### src/sv/xld_pkg.sv
// ----------------------------------------------------------------------------
// xld_pkg
// Shared types, status codes and the character alphabet for the line decoder.
// ----------------------------------------------------------------------------
package xld_pkg;

  localparam int unsigned CHAR_W   = 8;
  localparam int unsigned SEXTET_W = 6;
  localparam int unsigned LEN_W    = 6;
  localparam int unsigned HOLD_W   = 3 * SEXTET_W;
  localparam int unsigned STATUS_W = 4;

  // largest byte count that a line may declare
  localparam logic [LEN_W-1:0] MAX_LINE_BYTES = 6'd45;

  localparam logic [CHAR_W-1:0] CH_SPACE = 8'h20;
  localparam logic [CHAR_W-1:0] CH_TAB   = 8'h09;
  localparam logic [CHAR_W-1:0] CH_PLUS  = 8'h2B;
  localparam logic [CHAR_W-1:0] CH_MINUS = 8'h2D;

  // line status codes
  localparam logic [STATUS_W-1:0] ST_PENDING   = 4'd0;
  localparam logic [STATUS_W-1:0] ST_PAYLOAD   = 4'd1;
  localparam logic [STATUS_W-1:0] ST_TERM      = 4'd2;
  localparam logic [STATUS_W-1:0] ST_EMPTY     = 4'd3;
  localparam logic [STATUS_W-1:0] ST_BADCHAR   = 4'd4;
  localparam logic [STATUS_W-1:0] ST_TOOMANY   = 4'd5;
  localparam logic [STATUS_W-1:0] ST_TRUNC     = 4'd6;
  localparam logic [STATUS_W-1:0] ST_TRAILING  = 4'd7;
  localparam logic [STATUS_W-1:0] ST_TERMTRAIL = 4'd8;

  typedef enum logic [2:0] {
    PH_LEN  = 3'd0,
    PH_PAY  = 3'd1,
    PH_TAIL = 3'd2,
    PH_TERM = 3'd3,
    PH_DEAD = 3'd4
  } phase_t;

  typedef struct packed {
    logic [CHAR_W-1:0] char_code;
    logic              char_present;
    logic              line_end;
  } xld_item_t;

  typedef struct packed {
    logic [7:0]          byte_a;
    logic [7:0]          byte_b;
    logic [7:0]          byte_c;
    logic [1:0]          byte_count;
    logic                line_done;
    logic [STATUS_W-1:0] line_status;
  } xld_result_t;

  // alphabet index in the low six bits, bit 6 set when not in the alphabet
  function automatic logic [SEXTET_W:0] sextet_of(input logic [CHAR_W-1:0] c);
    logic [SEXTET_W:0] r;
    r = 7'd64;
    if (c == CH_PLUS) begin
      r = 7'd0;
    end else if (c == CH_MINUS) begin
      r = 7'd1;
    end else if (c >= 8'h30 && c <= 8'h39) begin
      r = 7'(c - 8'h30 + 8'd2);
    end else if (c >= 8'h41 && c <= 8'h5A) begin
      r = 7'(c - 8'h41 + 8'd12);
    end else if (c >= 8'h61 && c <= 8'h7A) begin
      r = 7'(c - 8'h61 + 8'd38);
    end
    return r;
  endfunction

endpackage

### src/sv/xld_line_ctl.sv
// ----------------------------------------------------------------------------
// xld_line_ctl
// Per-line state and the decode of one character into a result.
// ----------------------------------------------------------------------------
module xld_line_ctl
  import xld_pkg::*;
(
  input  logic        clk,
  input  logic        rst_n,
  input  logic        step,
  input  xld_item_t   item,
  output xld_result_t result
);

  phase_t              phase_r, phase_nxt, phase_upd;
  logic [LEN_W-1:0]    len_r, len_nxt;
  logic [1:0]          taken_r, taken_nxt;
  logic [HOLD_W-1:0]   hold_r, hold_nxt;
  logic [LEN_W-1:0]    emitted_r, emitted_nxt;
  logic [STATUS_W-1:0] err_r, err_nxt, err_upd;

  logic [SEXTET_W:0]   sx;
  logic                bad;
  logic [SEXTET_W-1:0] v;
  logic                blank;
  logic [LEN_W-1:0]    left;
  logic [1:0]          take;
  logic [LEN_W-1:0]    emitted_sum;
  logic                grp_done;
  logic                closing;

  assign sx    = sextet_of(item.char_code);
  assign bad   = sx[SEXTET_W];
  assign v     = sx[SEXTET_W-1:0];
  assign blank = (item.char_code == CH_SPACE) || (item.char_code == CH_TAB);
  // in payload phase fewer bytes have been emitted than declared
  assign left        = len_r - emitted_r;
  assign take        = (left < 6'd3) ? left[1:0] : 2'd3;
  assign emitted_sum = emitted_r + LEN_W'(take);
  assign closing     = step && item.line_end;

  // next state
  always_comb begin
    phase_upd   = phase_r;
    len_nxt     = len_r;
    taken_nxt   = taken_r;
    hold_nxt    = hold_r;
    emitted_nxt = emitted_r;
    err_upd     = err_r;
    grp_done    = 1'b0;
    if (step && item.char_present) begin
      case (phase_r)
        PH_LEN: begin
          if (item.char_code == CH_SPACE || sx == 7'd0) begin
            phase_upd = PH_TERM;
          end else if (bad) begin
            phase_upd = PH_DEAD;
            err_upd   = ST_BADCHAR;
          end else if (v > MAX_LINE_BYTES) begin
            phase_upd = PH_DEAD;
            err_upd   = ST_TOOMANY;
          end else begin
            phase_upd   = PH_PAY;
            len_nxt     = v;
            taken_nxt   = 2'd0;
            hold_nxt    = '0;
            emitted_nxt = '0;
          end
        end
        PH_PAY: begin
          if (bad) begin
            err_upd = ST_BADCHAR;
          end
          if (taken_r != 2'd3) begin
            hold_nxt  = {hold_r[HOLD_W-SEXTET_W-1:0], v};
            taken_nxt = taken_r + 2'd1;
          end else begin
            grp_done    = 1'b1;
            emitted_nxt = emitted_sum;
            taken_nxt   = 2'd0;
            hold_nxt    = '0;
            if (emitted_sum >= len_r) begin
              phase_upd = PH_TAIL;
            end
          end
        end
        PH_TAIL: begin
          if (!blank) begin
            err_upd = ST_TRAILING;
          end
        end
        PH_TERM: begin
          if (!blank) begin
            err_upd = ST_TERMTRAIL;
          end
        end
        default: begin
        end
      endcase
    end
    err_nxt   = err_upd;
    phase_nxt = phase_upd;
    // line end returns everything to the start-of-line state
    if (closing) begin
      phase_nxt   = PH_LEN;
      len_nxt     = '0;
      taken_nxt   = 2'd0;
      hold_nxt    = '0;
      emitted_nxt = '0;
      err_nxt     = ST_PENDING;
    end
  end

  // result
  always_comb begin
    result = '0;
    if (grp_done && err_upd == ST_PENDING) begin
      result.byte_a     = {hold_r[17:12], hold_r[11:10]};
      result.byte_count = take;
      if (take > 2'd1) begin
        result.byte_b = {hold_r[9:6], hold_r[5:2]};
      end
      if (take > 2'd2) begin
        result.byte_c = {hold_r[1:0], v};
      end
    end
    if (closing) begin
      result.line_done = 1'b1;
      case (phase_upd)
        PH_LEN:  result.line_status = ST_EMPTY;
        PH_PAY:  result.line_status = ST_TRUNC;
        PH_TAIL: result.line_status = (err_upd != ST_PENDING) ? err_upd : ST_PAYLOAD;
        PH_TERM: result.line_status = (err_upd != ST_PENDING) ? err_upd : ST_TERM;
        default: result.line_status = err_upd;
      endcase
    end
  end

  always_ff @(posedge clk) begin
    if (!rst_n) begin
      phase_r   <= PH_LEN;
      len_r     <= '0;
      taken_r   <= 2'd0;
      hold_r    <= '0;
      emitted_r <= '0;
      err_r     <= ST_PENDING;
    end else begin
      phase_r   <= phase_nxt;
      len_r     <= len_nxt;
      taken_r   <= taken_nxt;
      hold_r    <= hold_nxt;
      emitted_r <= emitted_nxt;
      err_r     <= err_nxt;
    end
  end

endmodule

### src/sv/xxencode_line_decoder.sv
// ----------------------------------------------------------------------------
// xxencode_line_decoder
// Streaming decoder for one XXEncoded text line, one character per request.
// ----------------------------------------------------------------------------
// Usage:
//   The in_ channel carries one character (or a bare line end) per request;
//   in_line_end marks the last request of a line. Every input request yields
//   exactly one out_ request: up to three decoded bytes when a group of four
//   payload characters completes, and the line status on the line-end request.
//   Bytes leave before the status is known, so a consumer drops the bytes of
//   a line whose final status is an error.
//   A request passes the input register, then the result register.
//   Throughput is one request per cycle unless out_stall holds a result; the
//   line state is updated in the single decode stage between the two registers.
//   Reset clears the line state and both stage valids; the next character is
//   taken as a length character.
//   When out_stall holds a waiting result, the whole pipe freezes and in_stall
//   rises in the same cycle; nothing is dropped or repeated.
// ----------------------------------------------------------------------------
module xxencode_line_decoder
  import xld_pkg::*;
(
  input  logic                clk,
  input  logic                rst_n,
  input  logic                in_valid,
  output logic                in_stall,
  input  logic [CHAR_W-1:0]   in_char_code,
  input  logic                in_char_present,
  input  logic                in_line_end,
  output logic                out_valid,
  input  logic                out_stall,
  output logic [7:0]          out_byte_a,
  output logic [7:0]          out_byte_b,
  output logic [7:0]          out_byte_c,
  output logic [1:0]          out_byte_count,
  output logic                out_line_done,
  output logic [STATUS_W-1:0] out_line_status
);

  logic        advance;
  logic        s1_valid_r;
  xld_item_t   s1_item_r;
  logic        out_valid_r;
  xld_result_t out_res_r;
  xld_result_t res;

  // pipe moves unless a result sits stalled at the output
  assign advance  = !(out_valid_r && out_stall);
  assign in_stall = !advance;

  xld_line_ctl u_ctl (
    .clk    (clk),
    .rst_n  (rst_n),
    .step   (s1_valid_r && advance),
    .item   (s1_item_r),
    .result (res)
  );

  always_ff @(posedge clk) begin
    if (!rst_n) begin
      s1_valid_r  <= 1'b0;
      out_valid_r <= 1'b0;
    end else if (advance) begin
      s1_valid_r  <= in_valid;
      out_valid_r <= s1_valid_r;
    end
  end

  always_ff @(posedge clk) begin
    if (advance) begin
      s1_item_r <= '{char_code: in_char_code, char_present: in_char_present,
                     line_end: in_line_end};
      out_res_r <= res;
    end
  end

  assign out_valid       = out_valid_r;
  assign out_byte_a      = out_res_r.byte_a;
  assign out_byte_b      = out_res_r.byte_b;
  assign out_byte_c      = out_res_r.byte_c;
  assign out_byte_count  = out_res_r.byte_count;
  assign out_line_done   = out_res_r.line_done;
  assign out_line_status = out_res_r.line_status;

endmodule

### config.mk
export PLATFORM = sky130hd
export DESIGN_NAME = xxencode_line_decoder
export DESIGN_NICKNAME = d
export VERILOG_FILES = /design/src/sv/xld_pkg.sv /design/src/sv/xld_line_ctl.sv /design/src/sv/xxencode_line_decoder.sv
export SDC_FILE = /design/constraint.sdc
export NUM_CORES = 1
export LEC_CHECK = 0
export ABC_AREA = 1
export BUFFER_PORTS_ARGS = -buffer_cell sky130_fd_sc_hd__buf_2
export CORE_UTILIZATION = 40
export CTS_CLUSTER_SIZE = 30
export DETAILED_ROUTE_END_ITERATION = 8
export GPL_ROUTABILITY_DRIVEN = 0
export SKIP_LAST_GASP = 1
export SLEW_MARGIN = 20
export SYNTH_ARGS = -nofsm -noshare
export SYNTH_HDL_FRONTEND = slang
export SYNTH_SLANG_ARGS = --single-unit
### constraint.sdc
create_clock -name clk -period 7.25 [get_ports clk]
set_clock_uncertainty 0.1 [all_clocks]
set_input_delay 1.45 -clock clk [delete_from_list [all_inputs] [get_ports clk]]
set_output_delay 1.45 -clock clk [all_outputs]
set_load 0.01 [all_outputs]
==> results of run 1 <==
-- how the worst min path moves through the flow --
stage | cells past startpoint | endpoint | start
after floorplan | 2 | u_ctl.hold_r[12]$_SDFFE_PP0P_ | u_ctl.hold_r[12]$_SDFFE_PP0P_
after global placement | 2 | u_ctl.hold_r[17]$_SDFFE_PP0P_ | u_ctl.hold_r[17]$_SDFFE_PP0P_
after detailed placement | 2 | u_ctl.hold_r[17]$_SDFFE_PP0P_ | u_ctl.hold_r[17]$_SDFFE_PP0P_
after CTS | 2 | u_ctl.hold_r[17]$_SDFFE_PP0P_ | u_ctl.hold_r[17]$_SDFFE_PP0P_
after global routing | 2 | u_ctl.hold_r[17]$_SDFFE_PP0P_ | u_ctl.hold_r[17]$_SDFFE_PP0P_
final | 2 | u_ctl.hold_r[17]$_SDFFE_PP0P_ | u_ctl.hold_r[17]$_SDFFE_PP0P_
-- final cells by class --
class | count | area (um^2)
clock buffers | 9 | 124
inverters | 76 | 285
fillers | 1103 | 5810
multi-input cells | 371 | 2080
repair buffers | 50 | 260
well taps | 140 | 175
clock inverters | 7 | 108
flip-flops and latches | 82 | 2050
-- power groups by stage --
stage               registers (uW)  logic (uW)  clock network (uW)
floorplan                      525        97.7                   0
global placement               525         131                   0
detailed placement             525         133                   0
CTS                            515         133                 397
global route                   517         152                 412
finish                         515         133                 389
-- sequential cells by signal (all words and copies together), names as in the netlist, 3 cells and up --
signal / count
u_ctl.hold_r: 18
u_ctl.phase_r: 3
out_line_status: 4
out_byte_b: 8
u_ctl.emitted_r: 6
s1_item_r: 10
u_ctl.err_r: 4
out_byte_c: 8
out_byte_a: 8
u_ctl.len_r: 6
-- critical path, stage by stage, from the launching register on --
cell and delay [ns]:
dfxtp_1 0.47, inv_1 0.08, ha_1 0.36, nand2_1 0.09, o21ai_0 0.29, nand2_1 0.09
nand2_1 0.07, a21oi_1 0.06, or2_2 0.27, nand2_1 0.08, nand2_1 0.08, inv_1 0.08
nand2_1 0.17, ha_1 0.36, nand4_1 0.09, o21ai_0 0.26, xor2_1 0.22, ha_1 0.27
nand2_1 0.08, inv_1 0.05, o211ai_1 0.09, o2111ai_1 0.16, nand3_1 0.10, nand2_1 0.08
a21oi_1 0.18, nand2_1 0.15, nand2_1 0.11, a22oi_1 0.06
-- per-stage QoR --
stage                     instance area [um^2]  worst slack (ns)  utilization
after floorplan                           4490              2.92            -
after CTS                                 5080              2.49        0.467
final                                     5080              2.45        0.467
after global placement                    4850              2.75        0.445
after global routing                      5080              1.99        0.467
after detailed placement                  4850              2.52        0.445
-- logic make-up after synthesis --
group                    count (synthesis)
AND/OR/NAND/NOR                        236
AO/OA/AOI/OAI                           98
adder cells (fa/ha/maj)                 23
flip-flops                              82
XOR/XNOR                                14
buffers and inverters                   89
-- metal layers --
layer / vias to the layer above / part of all wire / wire [um]
met4: 0 / 0.018 / 168
li1: 1890 / - / -
met2: 82 / 0.49 / 4660
met1: 1663 / 0.45 / 4290
met5: - / 0 / 0
met3: 15 / 0.036 / 344
-- layout by cell type, fill, tap and decap left out, drive strengths merged --
cell	instances
nand2	114
fa	2
bufinv	2
or2	2
clkinvlp	1
o21ai	25
a21boi	2
buf	50
ha	21
nand4	12
o211ai	2
clkbuf	9
nand3	32
and3	1
a211oi	15
a21oi	49
edfxtp	41
nor2	71
dfxtp	41
xor2	10
a22oi	1
xnor2	4
o21a	1
o211a	1
o2111ai	2
nor3	4
inv	80
==> metrics, run 1 <==
status=completed; # setup viols final=0; met1 Usage GRT=0.215; Fin. Hold Viols=0; final cell count without fillers=735; Reg power frac=0.497; Pleak=0.00233 uW; M2 GR Usage=0.308; Worst R2R Path Depth=27; Syn Nets=579; switch share=0.278; latest clock arrival within the worst-skew pair=0.36 ns; Post-route DRC=0; Critical R2R Launch=u_ctl.emitted_r[2]$_SDFFE_PP0P_; Max-Cap Viols=0; critical path data arrival time=4.82 ns; fin nets=627; initial antenna violation count=0; Comb pwr share=0.128; busiest grt layer=met2; post-DP HPWL=6.85 mm; number of synthesized flops with an enable pin=41; most common cell in the netlist=nand2_1; die width=108 um; Post-CTS Hold Fix Bufs=0; Worst Setup SP=u_ctl.emitted_r[2]$_SDFFE_PP0P_; xor and xnor fraction of the mapped netlist area=0.0273; # port buffers=46; slew margin rel.=0.529; multiplexer area fraction after synthesis=0; Worst Path Required=7.27 ns; GRT Util Overall=0.177; Min Clock Period, post-route=4.80 ns; H-tree depth=3; Sw Pwr=288 uW; Cell Int Power=749 uW; post-synthesis async set-or-reset flop share=0; Final Slew Violations=0; PwrDens=204 nW/um^2; adder-cell share of the synthesized area=0.0674; largest net degree at the start of global routing=46; root buf cell=clkbuf_8; row count=38; TritonCTS clock tree=built; dpl cells=719; post-CTS sizing=0; post-synth top area share=0.274; post-synth top area cell=edfxtp_1; vias=3650; Final ANT Viol Nets=0; Max Clk Rate=0.208 GHz; Final TNS setup=0 ns; largest family of logic cells by synthesized area=simple AND/OR/NAND/NOR gates; crit path capture=out_line_status[2]$_SDFFCE_PN0N_; worst-margin pin slew=0.703 ns; WHS=0.371 ns; layout cell share with drive strength beyond 1=0.165; Core ar.=10900 um^2; main area contributors after synthesis=edfxtp_1 (27%), dfxtp_1 (18%), nand2_1 (8.6%); worst reg2reg setup slack=2.45 ns; RSZ-0062 raised after global routing=false; clock slew at reported path FFs=0.10 ns; total gr overflow=0; Total Power=1040 uW; first-pass GRT wire length=16.0 mm; Routed wire per std cell=12.9 um; I/O pin count=47; die height=108 um; Avg Inst Size Synth=8.29 um^2; met3 usage=0.0404; area delta synth->final=13.1%; crit end category=register; CP max FO=8; kind of critical path=register to register; cts bufs inserted=9; Startpoint Class=register; Critical R2R Capture=out_line_status[2]$_SDFFCE_PN0N_; Peak VDD IR=0.000114 V; clock buffer depth=2; number of global-route vias before repair=3486; initial drt markers=180; Detailed Route WL=9.46 mm; yosys warns=0; area of the die=11700 um^2; Synth Register Bits=82; Compound-Gate Fraction of Synth Area=0.131; clk sink count=82; clock group share of total power=0.375; post-CTS setup buffers=0; ANT cells=0; sequential area share after synthesis=0.457; Yosys cell types=39; Primary FF master, synth=edfxtp_1; Vias/cell=4.97; Synth top cells by count=nand2_1 (103), inv_1 (72), nor2_1 (68); post-synthesis cell area=4490 um^2; hold crit path type=register to register; Post-Synth Simple-Gate Area=0.236; Initial Util=0.413; DRT Pass-1 Iters=4; fin crit share=0.662; Syn Inst Count=542
Note: power is estimated with default switching activity, not from simulation.
==> run 2, diff against run 1 <==
- clock period: 7.25 -> 4.9 ns (I/O delays scaled with it)
==> run 2 against run 1 <==
  * Critical path type unchanged
  * Clock power rose by 29%
  * Combinational power rose by 48%
  * Largest cell class unchanged
  * Sequential power rose by 48%
  * Die area did not move
==> metrics, run 2 (same netlist as run 1, synthesis figures left out) <==
Comb pwr share=0.135 (+0.007); Fin. Hold Viols=0 (unchanged); number of global-route vias before repair=3501 (+0.43%); hold crit path type=register to register; # port buffers=46 (unchanged); Pleak=0.00231 uW (-0.98%); Final TNS setup=0 ns (unchanged); worst hold endpoint=u_ctl.hold_r[17]$_SDFFE_PP0P_; initial antenna violation count=0 (unchanged); Max-Cap Viols=0 (unchanged); total gr overflow=0 (unchanged); most common cell after layout, fill and taps aside=nand2_1; hold path cells=2 (unchanged); cts bufs inserted=9 (unchanged); first-pass GRT wire length=16.1 mm (+0.77%); Routed wire per std cell=12.8 um (-0.43%); die width=108 um (unchanged); Max Clk Rate=0.224 GHz (+7.5%); number of flip-flops under the largest register name=18 (unchanged); area of the die=11700 um^2 (unchanged); DP Area=4850 um^2 (unchanged); GRT Util Overall=0.177 (-0.000252); Regs by FF count=u_ctl.hold_r x18, s1_item_r x10; PwrDens=289 nW/um^2 (+42%); Cell Int Power=1050 uW (+40%); slew margin rel.=0.533 (+0.00316); RSZ-0062 raised after global routing=false; TritonCTS clock tree=built; CP max stage delay=0.41 ns (-0.06 ns); cell mode on critical path=nand2_1; most frequent cells in the layout=nand2_1 (100), inv_1 (72), nor2_1 (68); Vias/cell=4.94 (-0.49%); fin nets=627 (unchanged); Reg power frac=0.521 (+0.024); Hold Crit Start=u_ctl.hold_r[17]$_SDFFE_PP0P_; Post-route DRC=0 (unchanged); Detailed Route WL=9.42 mm (-0.43%); clock group share of total power=0.344 (-0.031); critical path data arrival time=4.47 ns (-0.35 ns); I/O pin count=47 (unchanged); Core ar.=10900 um^2 (unchanged); largest net degree at the start of global routing=45 (-2.2%); Critical R2R Capture=out_line_status[2]$_SDFFCE_PN0N_; crit end category=register; Crit-path slowest cell=dfxtp_2; kind of critical path=register to register; Startpoint Class=register; clock slew at reported path FFs=0.09 ns (about the same); ANT cells=0 (unchanged); Sw Pwr=412 uW (+43%); clock buffer depth=2 (unchanged); Initial Util=0.413 (unchanged); worst reg2reg setup slack=0.43 ns (-2.02 ns); Final ANT Viol Nets=0 (unchanged); worst-margin pin slew=0.698 ns (-0.00473 ns); post-DP HPWL=6.93 mm (+1.1%); Critical R2R Launch=u_ctl.emitted_r[2]$_SDFFE_PP0P_; fin crit share=0.912 (+0.250); status=completed; DRT Pass-1 Iters=4 (unchanged); Min Clock Period, post-route=4.47 ns (-0.334 ns); CP max FO=8 (unchanged); Final Instance Area=5060 um^2 (-0.44%); fillers=1112 (+0.82%); root buf cell=clkbuf_8; row count=38 (unchanged); area delta synth->final=12.6%; latest clock arrival within the worst-skew pair=0.35 ns (about the same); Worst R2R Path Depth=27 (unchanged); switch share=0.282 (+0.00454); clk sink count=82 (unchanged); Most flops, register=u_ctl.hold_r; Worst Path Required=4.90 ns (-2.37 ns); H-tree depth=3 (unchanged); # setup viols final=0 (unchanged); layout cell share with drive strength beyond 1=0.171 (+0.00672); initial drt markers=108 (-40%); Final Slew Violations=0 (unchanged); die height=108 um (unchanged); Peak VDD IR=0.000123 V (+8.0%); vias=3632 (-0.49%); post-CTS setup buffers=0 (unchanged)
## run 2: cell count changes in the layout (fill, tap and decap cells not counted)
cell | before | now
dfxtp_2 | 0 | 3
clkinv_1 | 0 | 1
inv_6 | 2 | 1
nand2_1 | 102 | 100
nand2_2 | 12 | 14
o21ai_1 | 3 | 7
inv_8 | 2 | 1
clkinvlp_4 | 1 | 3
o21ai_0 | 20 | 16
dfxtp_1 | 41 | 38
bufinv_16 | 2 | 1
## run 2: power by group through the flow
stage               registers [uW]  logic (uW)  clock network [uW]
detailed placement             778         196                   0
finish                         762         197                 503
CTS                            762         198                 522
global placement               777         193                   0
global route                   765         227                 545
floorplan                      777         145                   0
## run 2: routing by layer
layer	part of all wire	vias up	GRT usage
met5	0	-	0
met4	0.0087	0	0.0568
met3	0.036	8	0.0386
met1	0.47	1667	0.221
met2	0.49	71	0.303
li1	-	1886	-
## run 2: cell type report
| type | count | area, um^2 | share of cell area |
|---|---|---|---|
| Timing Repair Buffer | 50 | 260 | 0.0515 |
| Multi-Input combinational cell | 371 | 2080 | 0.411 |
| Inverter | 76 | 285 | 0.0564 |
| Clock buffer | 9 | 124 | 0.0245 |
| Tap cell | 140 | 175 | 0.0346 |
| Sequential cell | 82 | 2060 | 0.406 |
| Clock inverter | 7 | 76.3 | 0.0151 |
## run 2: through the flow
step / utilization / setup WS [ns] / cells / hold WS [ns] / total power (uW)
2_1_floorplan: - / 0.569 / 542 / 0.337 / 922
4_1_cts: 0.464 / 0.0848 / 735 / 0.375 / 1480
6_report: 0.464 / 0.431 / 735 / 0.373 / 1460
5_1_grt: 0.464 / 0.00612 / 735 / 0.400 / 1540
3_3_place_gp: 0.445 / 0.421 / 719 / 0.355 / 970
3_5_place_dp: 0.445 / 0.144 / 719 / 0.360 / 974
## run 2: worst max-delay path, delay by kind of cell (launching register included)
family | cells | cell delay (ns)
xor+xnor | 1 | 0.21
fa+ha+maj | 3 | 0.94
buf+inv | 3 | 0.21
compound gates | 7 | 1.01
simple gates | 13 | 1.33
flops | 1 | 0.41
## run 2: worst max-delay path by stage
stage	cells after the start	slack, ns	to	from
2_1_floorplan	29	0.57	out_line_status[2]$_SDFFCE_PN0N_	u_ctl.emitted_r[2]$_SDFFE_PP0P_
3_3_place_gp	28	0.42	out_line_status[2]$_SDFFCE_PN0N_	u_ctl.emitted_r[2]$_SDFFE_PP0P_
3_5_place_dp	28	0.14	out_line_status[2]$_SDFFCE_PN0N_	u_ctl.emitted_r[2]$_SDFFE_PP0P_
4_1_cts	28	0.08	out_line_status[2]$_SDFFCE_PN0N_	u_ctl.emitted_r[2]$_SDFFE_PP0P_
5_1_grt	28	0.006	out_line_status[1]$_SDFFCE_PN0N_	u_ctl.emitted_r[2]$_SDFFE_PP0P_
6_report	27	0.43	out_line_status[2]$_SDFFCE_PN0N_	u_ctl.emitted_r[2]$_SDFFE_PP0P_
## run 2: timing repair
action / CTS / global route
resized for setup: 0 / 9
hold buffers: 0 / 0
setup endpoints to repair: 0 / 5
